--- src/sv/tet_pkg.sv ---
// shared types, codes and constants of the timed entry table
// no dependencies

package tet_pkg;

  localparam int MAX_ENTRIES_DEF = 64;
  localparam int MAX_FIELD_TEXT  = 4096;
  localparam int TEXT_LIMIT      = 3 * MAX_FIELD_TEXT;
  localparam int RESULT_CAP      = 64;
  localparam int USEC_PER_MS     = 1000;

  localparam logic [31:0] DEFAULT_TIMEOUT_RST = 32'd5000000;
  localparam logic [20:0] TEXT_BUDGET_RST     = 21'd262144;
  localparam logic [63:0] ALL_ONES            = '1;

  localparam logic [2:0] REG_DEFAULT_TIMEOUT = 3'd0;
  localparam logic [2:0] REG_TEXT_BUDGET     = 3'd4;

  localparam logic [1:0] OP_INSERT = 2'd0;
  localparam logic [1:0] OP_CLOSE  = 2'd1;
  localparam logic [1:0] OP_TICK   = 2'd2;
  localparam logic [1:0] OP_QUERY  = 2'd3;

  localparam logic [2:0] KIND_INSERT_REPLY = 3'd0;
  localparam logic [2:0] KIND_INSERT_ERROR = 3'd1;
  localparam logic [2:0] KIND_CLOSED       = 3'd2;
  localparam logic [2:0] KIND_CLOSE_ACK    = 3'd3;
  localparam logic [2:0] KIND_WAIT_REPLY   = 3'd4;

  localparam logic [1:0] REASON_NONE      = 2'd0;
  localparam logic [1:0] REASON_EXPIRED   = 2'd1;
  localparam logic [1:0] REASON_REQUESTED = 2'd3;

  localparam logic [1:0] ERR_OK       = 2'd0;
  localparam logic [1:0] ERR_FULL     = 2'd1;
  localparam logic [1:0] ERR_TEXT     = 2'd2;
  localparam logic [1:0] ERR_EXHAUSED = 2'd3;

  typedef struct packed {
    logic [31:0] id;
    logic [63:0] deadline;
    logic        urgent;
    logic [13:0] text_bytes;
  } entry_t;

  typedef struct packed {
    logic [2:0]  kind;
    logic [31:0] id;
    logic [1:0]  reason;
    logic [1:0]  err;
    logic [30:0] wait_ms;
    logic [63:0] revision;
    logic        last;
  } result_t;

endpackage

--- src/sv/tet_div.sv ---
// division by one thousand, eleven dividend bits per cycle by reciprocal multiplication
// depends on tet_pkg

module tet_div import tet_pkg::*; (
  input  logic        clk,
  input  logic        rst,
  input  logic        start,
  input  logic [63:0] dividend,
  output logic        done,
  output logic [63:0] quot,
  output logic        rem_nz
);

  // ceil(2^31 / 1000), exact quotient for any 21 bit partial dividend
  localparam logic [42:0] RECIP = 43'd2147484;

  logic        busy;
  logic [2:0]  cnt;
  logic [9:0]  rem;
  logic [65:0] dv;
  logic [63:0] q;
  logic [20:0] v;
  logic [42:0] prod;
  logic [10:0] qd;
  logic [9:0]  rnext;

  assign v      = {rem, dv[65:55]};
  assign prod   = 43'(v) * RECIP;
  assign qd     = prod[41:31];
  assign rnext  = 10'(v - 21'(qd) * 21'(USEC_PER_MS));
  assign quot   = q;
  assign rem_nz = rem != 10'd0;

  always_ff @(posedge clk) begin
    if (rst) begin
      busy <= 1'b0;
      done <= 1'b0;
      cnt  <= '0;
    end else begin
      done <= busy && !start && (cnt == 3'd5);
      if (start) begin
        busy <= 1'b1;
        cnt  <= '0;
      end else if (busy) begin
        cnt <= cnt + 3'd1;
        if (cnt == 3'd5) busy <= 1'b0;
      end
    end
  end

  always_ff @(posedge clk) begin
    if (start) begin
      rem <= '0;
      dv  <= {2'b00, dividend};
      q   <= '0;
    end else if (busy) begin
      rem <= rnext;
      dv  <= {dv[54:0], 11'd0};
      q   <= {q[52:0], qd};
    end
  end

endmodule

--- config.mk ---
export PLATFORM = sky130hd
export DESIGN_NAME = tet_div
export DESIGN_NICKNAME = d
export VERILOG_FILES = /design/src/sv/tet_pkg.sv /design/src/sv/tet_div.sv
export SDC_FILE = /design/constraint.sdc
export NUM_CORES = 1
export LEC_CHECK = 0
export BUFFER_PORTS_ARGS = -buffer_cell sky130_fd_sc_hd__buf_4
export CAP_MARGIN = 20
export CORE_MARGIN = 10
export CORE_UTILIZATION = 36
export CTS_CLUSTER_SIZE = 10
export DETAILED_ROUTE_END_ITERATION = 10
export PLACE_DENSITY = 0.64
export SYNTH_ARGS = -nofsm -noshare
export SYNTH_HDL_FRONTEND = slang
export SYNTH_SLANG_ARGS = --single-unit
export TNS_END_PERCENT = 50
--- constraint.sdc ---
create_clock -name clk -period 18.2 [get_ports clk]
set_input_delay 0 -clock clk [delete_from_list [all_inputs] [get_ports clk]]
set_output_delay 0 -clock clk [all_outputs]
set_load 0.1 [all_outputs]
======== Word level (Yosys, flattened, before mapping) ========
Index checks and enable logic that the tools add are counted.
operators by class
  mux-type cells .......................... 5
  multiply operators ...................... 2
  add/subtract/negate cells ............... 2
  reductions and logical operators ........ 6
  equal/unequal tests ..................... 1
operators by type and width
  operator                                                               number
  64-bit 2-to-1 mux                                                      2
  21-bit by 20-bit multiplier with 40-bit output, second input constant  1
  11-bit by 7-bit multiplier with 7-bit output, second input constant    1
  10-bit nonzero test                                                    1
  10-bit subtractor                                                      1
  3-bit by 1-bit adder with 3-bit output, second input constant          1
  3-bit equality test, second input constant                             1
  1-bit 2-to-1 mux                                                       3
  1-bit logical AND                                                      2
  2-bit nonzero test                                                     1
  2-bit OR reduction                                                     1
  1-bit logical NOT                                                      1
storage, ports and cells
  bits in registers ....................... 145
  logic and storage cells ................. 23
  input port bits ......................... 67

======== Logic depth before layout (Yosys ltp) ========
Gate-level depths: netlist (run 1).
  depth after elaboration ................. 4
  mapped depth ............................ 37
  mapped depth without buffers ............ 37

======== Worst setup path before layout (run 1) ========
Ideal clock, no wire load.
  kind .................................... reg-to-reg
  from .................................... reg dv[62]
  to ...................................... reg rem[9]
  setup slack ............................. 8.956 ns
  data arrival time ....................... 9.108 ns
  data required time ...................... 18.064 ns
  path buffers ............................ 0
  stages on the path, launching flop included .. 37
  path through ............................ edfxtp_1 ha_1 ha_1 inv_1 fa_1 fa_1 inv_1 fa_1 fa_1 inv_1 fa_1 inv_1 ha_1 nand4_1 or3_1 or4_1 o221ai_2 a21oi_1 xor2_1 inv_1 nor2_1 nor2_1 ha_1 inv_1 fa_1 inv_1 fa_1 ha_1 xnor2_1 ha_1 a21oi_1 xnor2_1 xnor3_1 xnor3_1 o2111a_1 a2111oi_1 o31ai_1
between the ends
  longest elaborated chain between the ends .. 3
RTL lines
  what                                            line           RTL
  start: declaration                              tet_div.sv:20  logic [65:0] dv;
  start signal: assignment                        tet_div.sv:54  dv <= {2'b00, dividend};
  start signal: assignment                        tet_div.sv:58  dv <= {dv[54:0], 11'd0};
  21-bit by 20-bit multiplier with 40-bit output  tet_div.sv:28  assign prod = 43'(v) * RECIP;
  net prod[31]                                    tet_div.sv:23  logic [42:0] prod;
  11-bit by 7-bit multiplier with 7-bit output    tet_div.sv:30  assign rnext = 10'(v - 21'(qd) * 21'(USEC_PER_MS));
  10-bit subtractor                               tet_div.sv:30
  end signal: assignment                          tet_div.sv:57  rem <= rnext;
  end: declaration                                tet_div.sv:19  logic [9:0] rem;
The timed path passes the listed nets, and every way through them passes these cells.
A chain may end at the register's enable or synchronous reset.

======== Final worst setup path (run 1) ========
Same ends and word-level chain as after synthesis.

==> key figures, run 1 <==
Layout
  • Finished Cell Area: 14400 um2
  • Layout fillers: 2871
  • Layout overhead on the synthesized area: 23.3%
  • Total Nets Final: 1615
  • Final cell count without fillers: 1705
  • Fraction of layout cells with a size suffix above 1: 18.4%

Critical path
  • Crit. End Element: flip-flop
  • Reg2Reg Setup Slack: 8.11 ns
  • Startpoint types: flip-flop
  • Worst-path fanout max: 7
  • Crit path arrival time: 10.36 ns
  • Reg2reg path depth: 34
  • Slowest cell on the critical path: edfxtp_1
  • R2R Path Start: dv[62]
  • R2R Path End: rem[9]
  • Critical Path RT: 18.47 ns
  • Critical Path Max Stage Delay: 0.66 ns
  • Crit Path Class: reg -> reg

Global route
  • Vias in the first global route: 8479
  • Initial antenna violation count: 1
  • Largest net degree at the start of global routing: 87
  • Gr usage total: 14.0%
  • Global-route wire length before repair: 45.4 mm
  • Total grt overflow: 0

Floorplan
  • Initial Utilization: 36.8%
  • Die X: 200 um
  • Number of core rows: 65
  • Ports: 133
  • Die height: 200 um
  • Die area: 40100 um2
  • Core box area: 31800 um2

Clock network
  • Clock latency on the worst-skew pair: 0.42 ns
  • Quantity of gates resized following cts: 0
  • CTS tree: built
  • Clock Sinks: 145
  • CTS Buf Count: 17
  • Max H-tree Level: 4
  • Clk buf depth: 2
  • Clock transition at path regs: 0.06 ns
  • CTS Root Cell: clkbuf_16

Min path
  • Hold WC Path Type: in -> reg
  • Hold Crit Depth: 2
  • Min-delay src: start
  • Worst Hold Path EP: dv[65]

Synth
  • Largest cells by area after synthesis: ha_1, edfxtp_1, fa_1, dfxtp_1, inv_1
  • Post-synth EDFFs: 64
  • Synth Area per Inst: 11.0 um2
  • Netlist Area Pre-Place: 11700 um2
  • Top cell type's share of synthesized area: 21.1%
  • Synth area leader: ha_1
  • Synth Flop Type: dfxtp_1
  • Post-synthesis async set-or-reset flop share: 0%
  • Synth Register Bits: 145
  • Yosys warns: 0
  • Syn_nets: 1423
  • Mapped Cells: 1064
  • Sequential cell area fraction in the yosys report: 30.3%
  • Netlist cell types: 57

Drt
  • Iteration-0 DRC Markers: 357
  • Vias per inst: 4.67
  • Drt wl/cell: 16.3 um
  • Final WL: 27.9 mm
  • Vias: 7970
  • Detail Route Antenna Nets: 0
  • # DRC: 0
  • First-pass DRT Iterations: 5

Run status
  • Outcome: finished, final reports clean

Timing
  • Pins Over Slew Limit: 0
  • Final setup vio count: 0
  • Worst Tran Pin Value: 1.08 ns
  • FMAX: 99.1 MHz
  • Final Skew: 0.0114 ns
  • Final setup TNS: 0 ns
  • Hold slack: 0.118 ns
  • RSZ-0062 raised after global routing: false
  • Final worst path period share: 55.4%
  • Final min period: 10.09 ns
  • Rel. slew slack: 28.3%
  • Fin. Hold Viols: 0

Placement
  • Routability congestion estimate from global placement: 0.935
  • Detailed placer's ending HPWL: 21.8 mm
  • IO buf count: 132
  • Dpl cell area: 13100 um2
  • Placed Cells: 1607

Flow run
  • Max-cap viol count: 0
[cell type report]
type	instances	area, um2	share of cell area [%]
Multi-Input combinational cell	679	7220	50.1
Sequential cell	145	3550	24.6
Timing Repair Buffer	200	1660	11.5
Inverter	213	800	5.55
Tap cell	435	544	3.78
Clock buffer	17	425	2.95
Clock inverter	15	215	1.49
Antenna cell	1	2.50	0.0174
[critical path: cells and delay by family (launching register included)]
| family | cells | cell delay [ns] |
|---|---|---|
| xor+xnor | 5 | 1.13 |
| compound gates | 6 | 1.26 |
| simple gates | 3 | 0.96 |
| buf+inv | 6 | 0.38 |
| flops | 1 | 0.66 |
| fa+ha+maj | 14 | 5.53 |
[layout by cell type (no fill, tap or decap), drive strengths merged, types with 3 or more instances in the layout]
cell type	instances
o21ai	6
nor2b	4
buf	135
fa	95
inv	214
a211oi	6
and2	12
edfxtp	64
bufinv	5
mux2i	72
dfxtp	81
dlygate4sd3	65
or2	3
a21o	7
nand3	8
xnor2	22
clkbuf	17
clkinv	7
o211ai	5
o21a	4
a21oi	25
nor4	3
nand2	14
nand4	4
xor2	3
ha	197
mux2	53
nor3	8
nor2	94
and3	4
[Yosys cell counts, types with 2 or more instances]
master    number
nand4_1        4
buf_1          3
nor4_1         3
xor2_1         3
nor2b_1        4
o31ai_1        2
o211ai_1       5
edfxtp_1      64
nor4b_1        2
ha_1         197
a21oi_1       24
a211oi_1       6
and2_1        12
nand2_1       14
o21a_1         4
o221a_2        2
clkbuf_1      20
nand3_1        8
xnor3_1        2
mux2_2        53
o21ai_0        6
nor3_1         8
mux2i_1       72
and3_1         3
or4_1          2
xnor2_1       20
a21o_1         6
fa_1          95
or2_2          3
xnor2_2        2
dfxtp_1       81
clkbuf_8       3
inv_1        213
o21bai_1       2
nor2_1        94
[flip-flops by register name, summed over array words and instances, names as in the netlist]
signal and flops:
done 1, quot 64, rem 10, cnt 3, dv 66, busy 1
[how the worst max path moves through the flow]
stage / end / cells past startpoint / startpoint / slack, ns
after floorplan: rem[9] / 36 / dv[62] / 8.96
after global placement: rem[9] / 36 / dv[62] / 8.31
after detailed placement: rem[9] / 36 / dv[62] / 8.08
after CTS: rem[9] / 36 / dv[62] / 8.06
after global routing: rem[9] / 36 / dv[59] / 7.43
final: rem[9] / 34 / dv[62] / 8.11
[kinds of logic (layout without fill, tap and decap cells)]
logic type               Yosys count  in the layout  synth area share (%)
AO/OA/AOI/OAI                     72             72                  4.33
XOR/XNOR                          27             27                  2.39
adder cells (fa/ha/maj)          292            292                  37.4
buffers and inverters            240            445                  7.97
flip-flops                       145            145                  30.3
multiplexers                     125            125                  11.3
other                              0              1                     0
AND/OR/NAND/NOR                  163            163                  6.38
[metrics by stage]
step	worst slack, ns	utilization (%)
final	8.11	45.3
after global routing	7.43	45.3
after global placement	8.31	41.3
after detailed placement	8.08	41.3
after CTS	8.06	45.3
after floorplan	8.96	-
[metal layers]
metal	wire length (um)	global-route usage, %	share of wire, %
met4	488	4.20	1.8
met5	0	0	0
met1	12400	17.5	44
met2	13200	22.9	47
met3	1750	4.05	6.3
[timing repair]
| action | in CTS | in global routing |
|---|---|---|
| setup buffers | 0 | 0 |
| hold endpoints to repair | 69 | 0 |
| hold buffers | 65 | 0 |
Power of run 1 is not shown: default switching activity piles up to over one toggle a cycle in this logic, so the estimate is an artifact.
==> inputs of run 2 (changes only) <==
ABC_AREA = 1   (was unset)
PLACE_DENSITY = 0.65   (was 0.64)
clock period = 8.85 ns   (was 18.2 ns; I/O delays follow)
==> key figures, run 2 <==
Floorplan
  • Die X: 204 um (+2.1%)
  • Ports: 133 (unchanged)
  • Initial Utilization: 36.5% (-0.25 points)
  • Die height: 204 um (+2.1%)
  • Die area: 41800 um2 (+4.2%)
  • Number of core rows: 67 (+3.1%)
  • Core box area: 33500 um2 (+5.4%)

Synth
  • Count leader, synth: nand2_1
  • Synth area leader: ha_1
  • Post-synth EDFFs: 64 (unchanged)
  • Mapped Cells: 1449 (+36%)
  • Post-synthesis async set-or-reset flop share: 0% (unchanged)
  • Yosys warns: 0 (unchanged)
  • Sequential cell area fraction in the yosys report: 28.9% (-1.4 points)
  • Top cell type's share of synthesized area: 20.1% (-0.95 points)
  • Synth Flop Type: dfxtp_1
  • Netlist cell types: 41 (-28%)
  • Syn_nets: 1808 (+27%)
  • Synth Register Bits: 145 (unchanged)
  • Synth cell count leaders: nand2_1, inv_1, ha_1
  • Largest cells by area after synthesis: ha_1, edfxtp_1, fa_1, dfxtp_1, nand2_1
  • Netlist Area Pre-Place: 12200 um2 (+4.7%)
  • Synth Area per Inst: 8.45 um2 (-23%)

Timing
  • Final worst path period share: 95.2% (+40 points)
  • Worst Tran Pin Value: 1.02 ns (-0.0581 ns)
  • Rel. slew slack: 32.2% (+3.9 points)
  • Final min period: 8.42 ns (-1.67 ns)
  • Final setup vio count: 0 (unchanged)
  • Pins Over Slew Limit: 0 (unchanged)
  • FMAX: 119 MHz (+20%)
  • Final worst setup slack: 0.427 ns (-7.68 ns)
  • Fin. Hold Viols: 0 (unchanged)
  • Final Skew: 0.0102 ns (-0.00128 ns)

Global route
  • Vias in the first global route: 10500 (+24%)
  • Total grt overflow: 0 (unchanged)
  • Initial antenna violation count: 0 (-1)
  • Global-route wire length before repair: 55.4 mm (+22%)
  • Largest net degree at the start of global routing: 75 (-14%)
  • Gr usage total: 16.8% (+2.8 points)

Layout
  • Layout overhead on the synthesized area: 23.6%
  • Most common cell after layout, fill and taps aside: nand2_1
  • Top reg by flops: dv
  • Max reg flops: 66 (unchanged)
  • Fraction of layout cells with a size suffix above 1: 14.9% (-3.6 points)
  • Total Nets Final: 2029 (+26%)
  • Ant. Diodes: 0 (-1)
  • Most frequent cells in the layout: nand2_1, inv_1, ha_1

Placement
  • Routability congestion estimate from global placement: 0.923 (-1.3%)
  • Detailed placer's ending HPWL: 26.9 mm (+23%)
  • IO buf count: 132 (unchanged)
  • Worst setup slack after placement: 0.328 ns (-7.76 ns)

Flow run
  • Max-cap viol count: 0 (unchanged)

Critical path
  • Crit Path Class: reg -> reg
  • Crit path arrival time: 8.76 ns (-1.60 ns)
  • Critical Path RT: 9.18 ns (-9.29 ns)
  • Reg2reg path depth: 37 (+8.8%)
  • Reg2Reg Setup Slack: 0.43 ns (-7.68 ns)
  • Most used cell, CP: inv_1
  • Critical Path Max Stage Delay: 0.56 ns (-0.10 ns)
  • Worst-path fanout max: 6 (-1)
  • Crit. End Element: flip-flop
  • Startpoint types: flip-flop
  • Slowest cell on the critical path: fa_1

Drt
  • Vias per inst: 4.69 (+0.35%)
  • Final WL: 34.4 mm (+23%)
  • Detail Route Antenna Nets: 0 (unchanged)
  • First-pass DRT Iterations: 5 (unchanged)
  • Vias: 9996 (+25%)
  • # DRC: 0 (unchanged)
  • Drt wl/cell: 16.1 um (-1.2%)
  • Iteration-0 DRC Markers: 605 (+69%)

Clock network
  • CTS Root Cell: clkbuf_16
  • CTS tree: built
  • Max H-tree Level: 4 (unchanged)
  • Clk buf depth: 2 (unchanged)
  • Clock latency on the worst-skew pair: 0.44 ns (+0.02 ns)
  • Clock Sinks: 145 (unchanged)
  • Clock transition at path regs: 0.06 ns (about the same)
  • CTS Buf Count: 17 (unchanged)

Run status
  • Outcome: finished, final reports clean

Min path
  • Hold WC Path Type: in -> reg
  • Hold Crit Depth: 3 (+1)
run 2: area by class of cell:
cell class,instances,area [um2]
timing repair buffer,228,1870
tap,448,561
inverter,363,1370
clock buffer,20,437
clock inverter,12,109
multi-input combinational,915,7240
fill,3272,18400
sequential,145,3540
run 2: what timing repair did:
item,in CTS,in global routing
hold buffers,65,0
setup endpoints to repair,0,1
resized for setup,0,3
endpoints found under the hold margin,69,0
buffers inserted,0,20
run 2: worst paths after layout:
check                   to      from
setup / recovery    rem[9]    dv[62]
hold / removal       dv[9]     start
setup reg to reg    rem[9]    dv[62]
hold reg to reg   quot[57]  quot[57]
run 2: layer usage:
layer | routed length [um] | global-route usage, % | part of all wire (%) | vias to the layer above
li1 | - | - | - | 4941
met4 | 660 | 5.21 | 1.9 | 0
met3 | 1810 | 3.33 | 5.3 | 45
met2 | 16700 | 28.3 | 49 | 235
met5 | 0 | 0 | 0 | -
met1 | 15200 | 21.4 | 44 | 4775
run 2: worst max-delay path, delay by kind of cell (launching register included):
family / cells / cell delay, ns
DFF: 1 / 0.50
adders and majority gates: 14 / 5.51
and+or+nand+nor: 12 / 1.35
xor gates and xnor gates: 2 / 0.24
AOI/OAI and AO/OA: 1 / 0.18
buffers and inverters: 8 / 0.51
run 2: kinds of logic (layout without fill, tap and decap cells):
group,count (synthesis),after routing,synth area share [%]
xor gates and xnor gates,5,5,0.358
buffers and inverters,389,623,12.0
and+or+nand+nor,488,488,16.9
adders and majority gates,292,292,35.7
DFF,145,145,28.9
AOI/OAI and AO/OA,130,130,6.15
run 2: stage by stage:
step	hold slack, ns	utilization [%]	area (um2)	TNS (ns)	instances
floorplan	0.0691	-	12200	0	1449
global placement	0.170	41.1	13800	0	2014
detailed placement	0.169	41.1	13800	0	2014
CTS	0.186	44.6	15000	0	2111
global route	0.239	45.1	15100	-0.00447	2131
finish	0.205	45.1	15100	0	2131
Power of run 2 is left out for the same reason.
==> inputs of run 3 (changes only) <==
CTS_CLUSTER_SIZE = 24   (was 10)
REMOVE_ABC_BUFFERS = 1   (was unset)
==> key figures, run 3 (synthesized netlist as in run 2, its figures left out) <==
Floorplan
  • Die area: 41800 um2 (unchanged)
  • Ports: 133 (unchanged)
  • Core box area: 33500 um2 (unchanged)
  • Die height: 204 um (unchanged)
  • Die X: 204 um (unchanged)
  • Number of core rows: 67 (unchanged)
  • Initial Utilization: 36.5% (unchanged)

Flow run
  • Max-cap viol count: 0 (unchanged)

Critical path
  • Startpoint types: flip-flop
  • Crit Path Class: reg -> reg
  • Crit path arrival time: 8.75 ns (about the same)
  • Critical Path RT: 9.17 ns (about the same)
  • Worst-path fanout max: 6 (unchanged)
  • Most used cell, CP: inv_1
  • Crit. End Element: flip-flop
  • Slowest cell on the critical path: fa_1
  • Critical Path Max Stage Delay: 0.55 ns (about the same)

Layout
  • Final Util: 45.2% (+0.10 points)
  • Total Nets Final: 2023 (-0.30%)
  • Layout fillers: 3300 (+0.86%)
  • Most common cell after layout, fill and taps aside: nand2_1
  • Max reg flops: 66 (unchanged)
  • Fraction of layout cells with a size suffix above 1: 14.7% (-0.19 points)
  • Layout overhead on the synthesized area: 23.9%
  • Most frequent cells in the layout: nand2_1, inv_1, ha_1
  • Ant. Diodes: 0 (unchanged)
  • Top reg by flops: dv
  • Final cell count without fillers: 2125 (-0.28%)

Drt
  • Final WL: 33.6 mm (-2.3%)
  • Detail Route Antenna Nets: 0 (unchanged)
  • Vias: 9905 (-0.91%)
  • # DRC: 0 (unchanged)
  • Iteration-0 DRC Markers: 523 (-14%)
  • First-pass DRT Iterations: 7 (+2)
  • Vias per inst: 4.66 (-0.63%)
  • Uppermost layer routed: met4
  • Drt wl/cell: 15.8 um (-2.0%)
  • WL met1: 14.7 mm (-3.6%)
  • WL met3: 2.06 mm (+13%)
  • Met2 WL: 16.2 mm (-3.2%)

Placement
  • Placed Cells: 2016 (+0.099%)
  • Detailed placer's ending HPWL: 26.6 mm (-1.1%)
  • Routability congestion estimate from global placement: 0.985 (+6.8%)
  • IO buf count: 132 (unchanged)

Global route
  • Largest net degree at the start of global routing: 73 (-2.7%)
  • Gr usage total: 16.5% (-0.38 points)
  • Initial antenna violation count: 0 (unchanged)
  • Vias in the first global route: 10300 (-1.4%)
  • Global-route wire length before repair: 54.5 mm (-1.6%)
  • Total grt overflow: 0 (unchanged)

Timing
  • Worst Tran Pin Value: 0.913 ns (-0.104 ns)
  • Pins Over Slew Limit: 0 (unchanged)
  • Final setup vio count: 0 (unchanged)
  • Fin. Hold Viols: 0 (unchanged)
  • Rel. slew slack: 39.1% (+7.0 points)
  • Final worst path period share: 95.2% (about the same)
  • Final setup TNS: 0 ns (unchanged)
  • Hold slack: 0.303 ns (+0.0982 ns)
  • Final Skew: 0.0174 ns (+0.00727 ns)
  • Final min period: 8.42 ns (+0.000376 ns)
  • FMAX: 119 MHz (about the same)

Clock network
  • CTS tree: built
  • Clock latency on the worst-skew pair: 0.43 ns (about the same)
  • Max H-tree Level: 4 (unchanged)
  • CTS Root Cell: clkbuf_16
  • CTS Buf Count: 17 (unchanged)
  • Clock Sinks: 145 (unchanged)
  • Clk buf depth: 2 (unchanged)
  • Clock transition at path regs: 0.07 ns (about the same)

Min path
  • Hold WC Path Type: in -> reg

Run status
  • Outcome: finished, final reports clean
-- run 3: cell types whose count changed in the layout (fill, tap and decap cells not counted), sizes merged --
cell,previous run,this run
clkinv,5,4
dlygate4sd3,65,68
clkinvlp,3,1
inv,366,370
buf,163,154
bufinv,1,0
-- run 3: per-stage QoR --
step | cell area [um2] | setup WS, ns
after floorplan | 12100 | 0.860
after global placement | 13800 | 0.414
after detailed placement | 13800 | 0.275
after CTS | 15100 | 0.268
after global routing | 15200 | -0.0205
final | 15200 | 0.427
-- run 3: worst max-delay path, delay by kind of cell (launching register included) --
| family | cells | cell delay (ns) |
|---|---|---|
| buffers and inverters | 9 | 0.57 |
| adders and majority gates | 14 | 5.55 |
| and+or+nand+nor | 12 | 1.17 |
| xor gates and xnor gates | 2 | 0.30 |
| DFF | 1 | 0.51 |
| AOI/OAI and AO/OA | 2 | 0.25 |
-- run 3: repair_timing --
| item | CTS | global route |
|---|---|---|
| gates resized for setup | 0 | 3 |
| hold buffers | 68 | 0 |
| endpoints found under the setup margin | 0 | 1 |
| buffers inserted | 0 | 9 |
| endpoints found under the hold margin | 69 | 0 |
-- run 3: area by class of cell --
class	count	area [um2]	share of cell area, %
sequential	145	3540	23.4
tap	448	561	3.70
timing repair buffer	222	1840	12.1
clock buffer	20	489	3.23
clock inverter	12	129	0.850
inverter	363	1370	9.02
multi-input combinational	915	7240	47.7
-- run 3: final timing paths --
path / from / to / slack, ns / cells after the start
max: dv[61] / rem[9] / 0.43 / 39
min: rst / busy / 0.30 / 3
max reg2reg: dv[61] / rem[9] / 0.43 / 39
min reg2reg: dv[53] / dv[64] / 0.46 / 2
-- run 3: layer usage --
layer	up-vias	global-route usage, %
li1	4920	-
met1	4675	20.8
met2	266	27.6
met3	44	3.58
met4	0	4.89
met5	-	0
Power of run 3 is left out for the same reason.
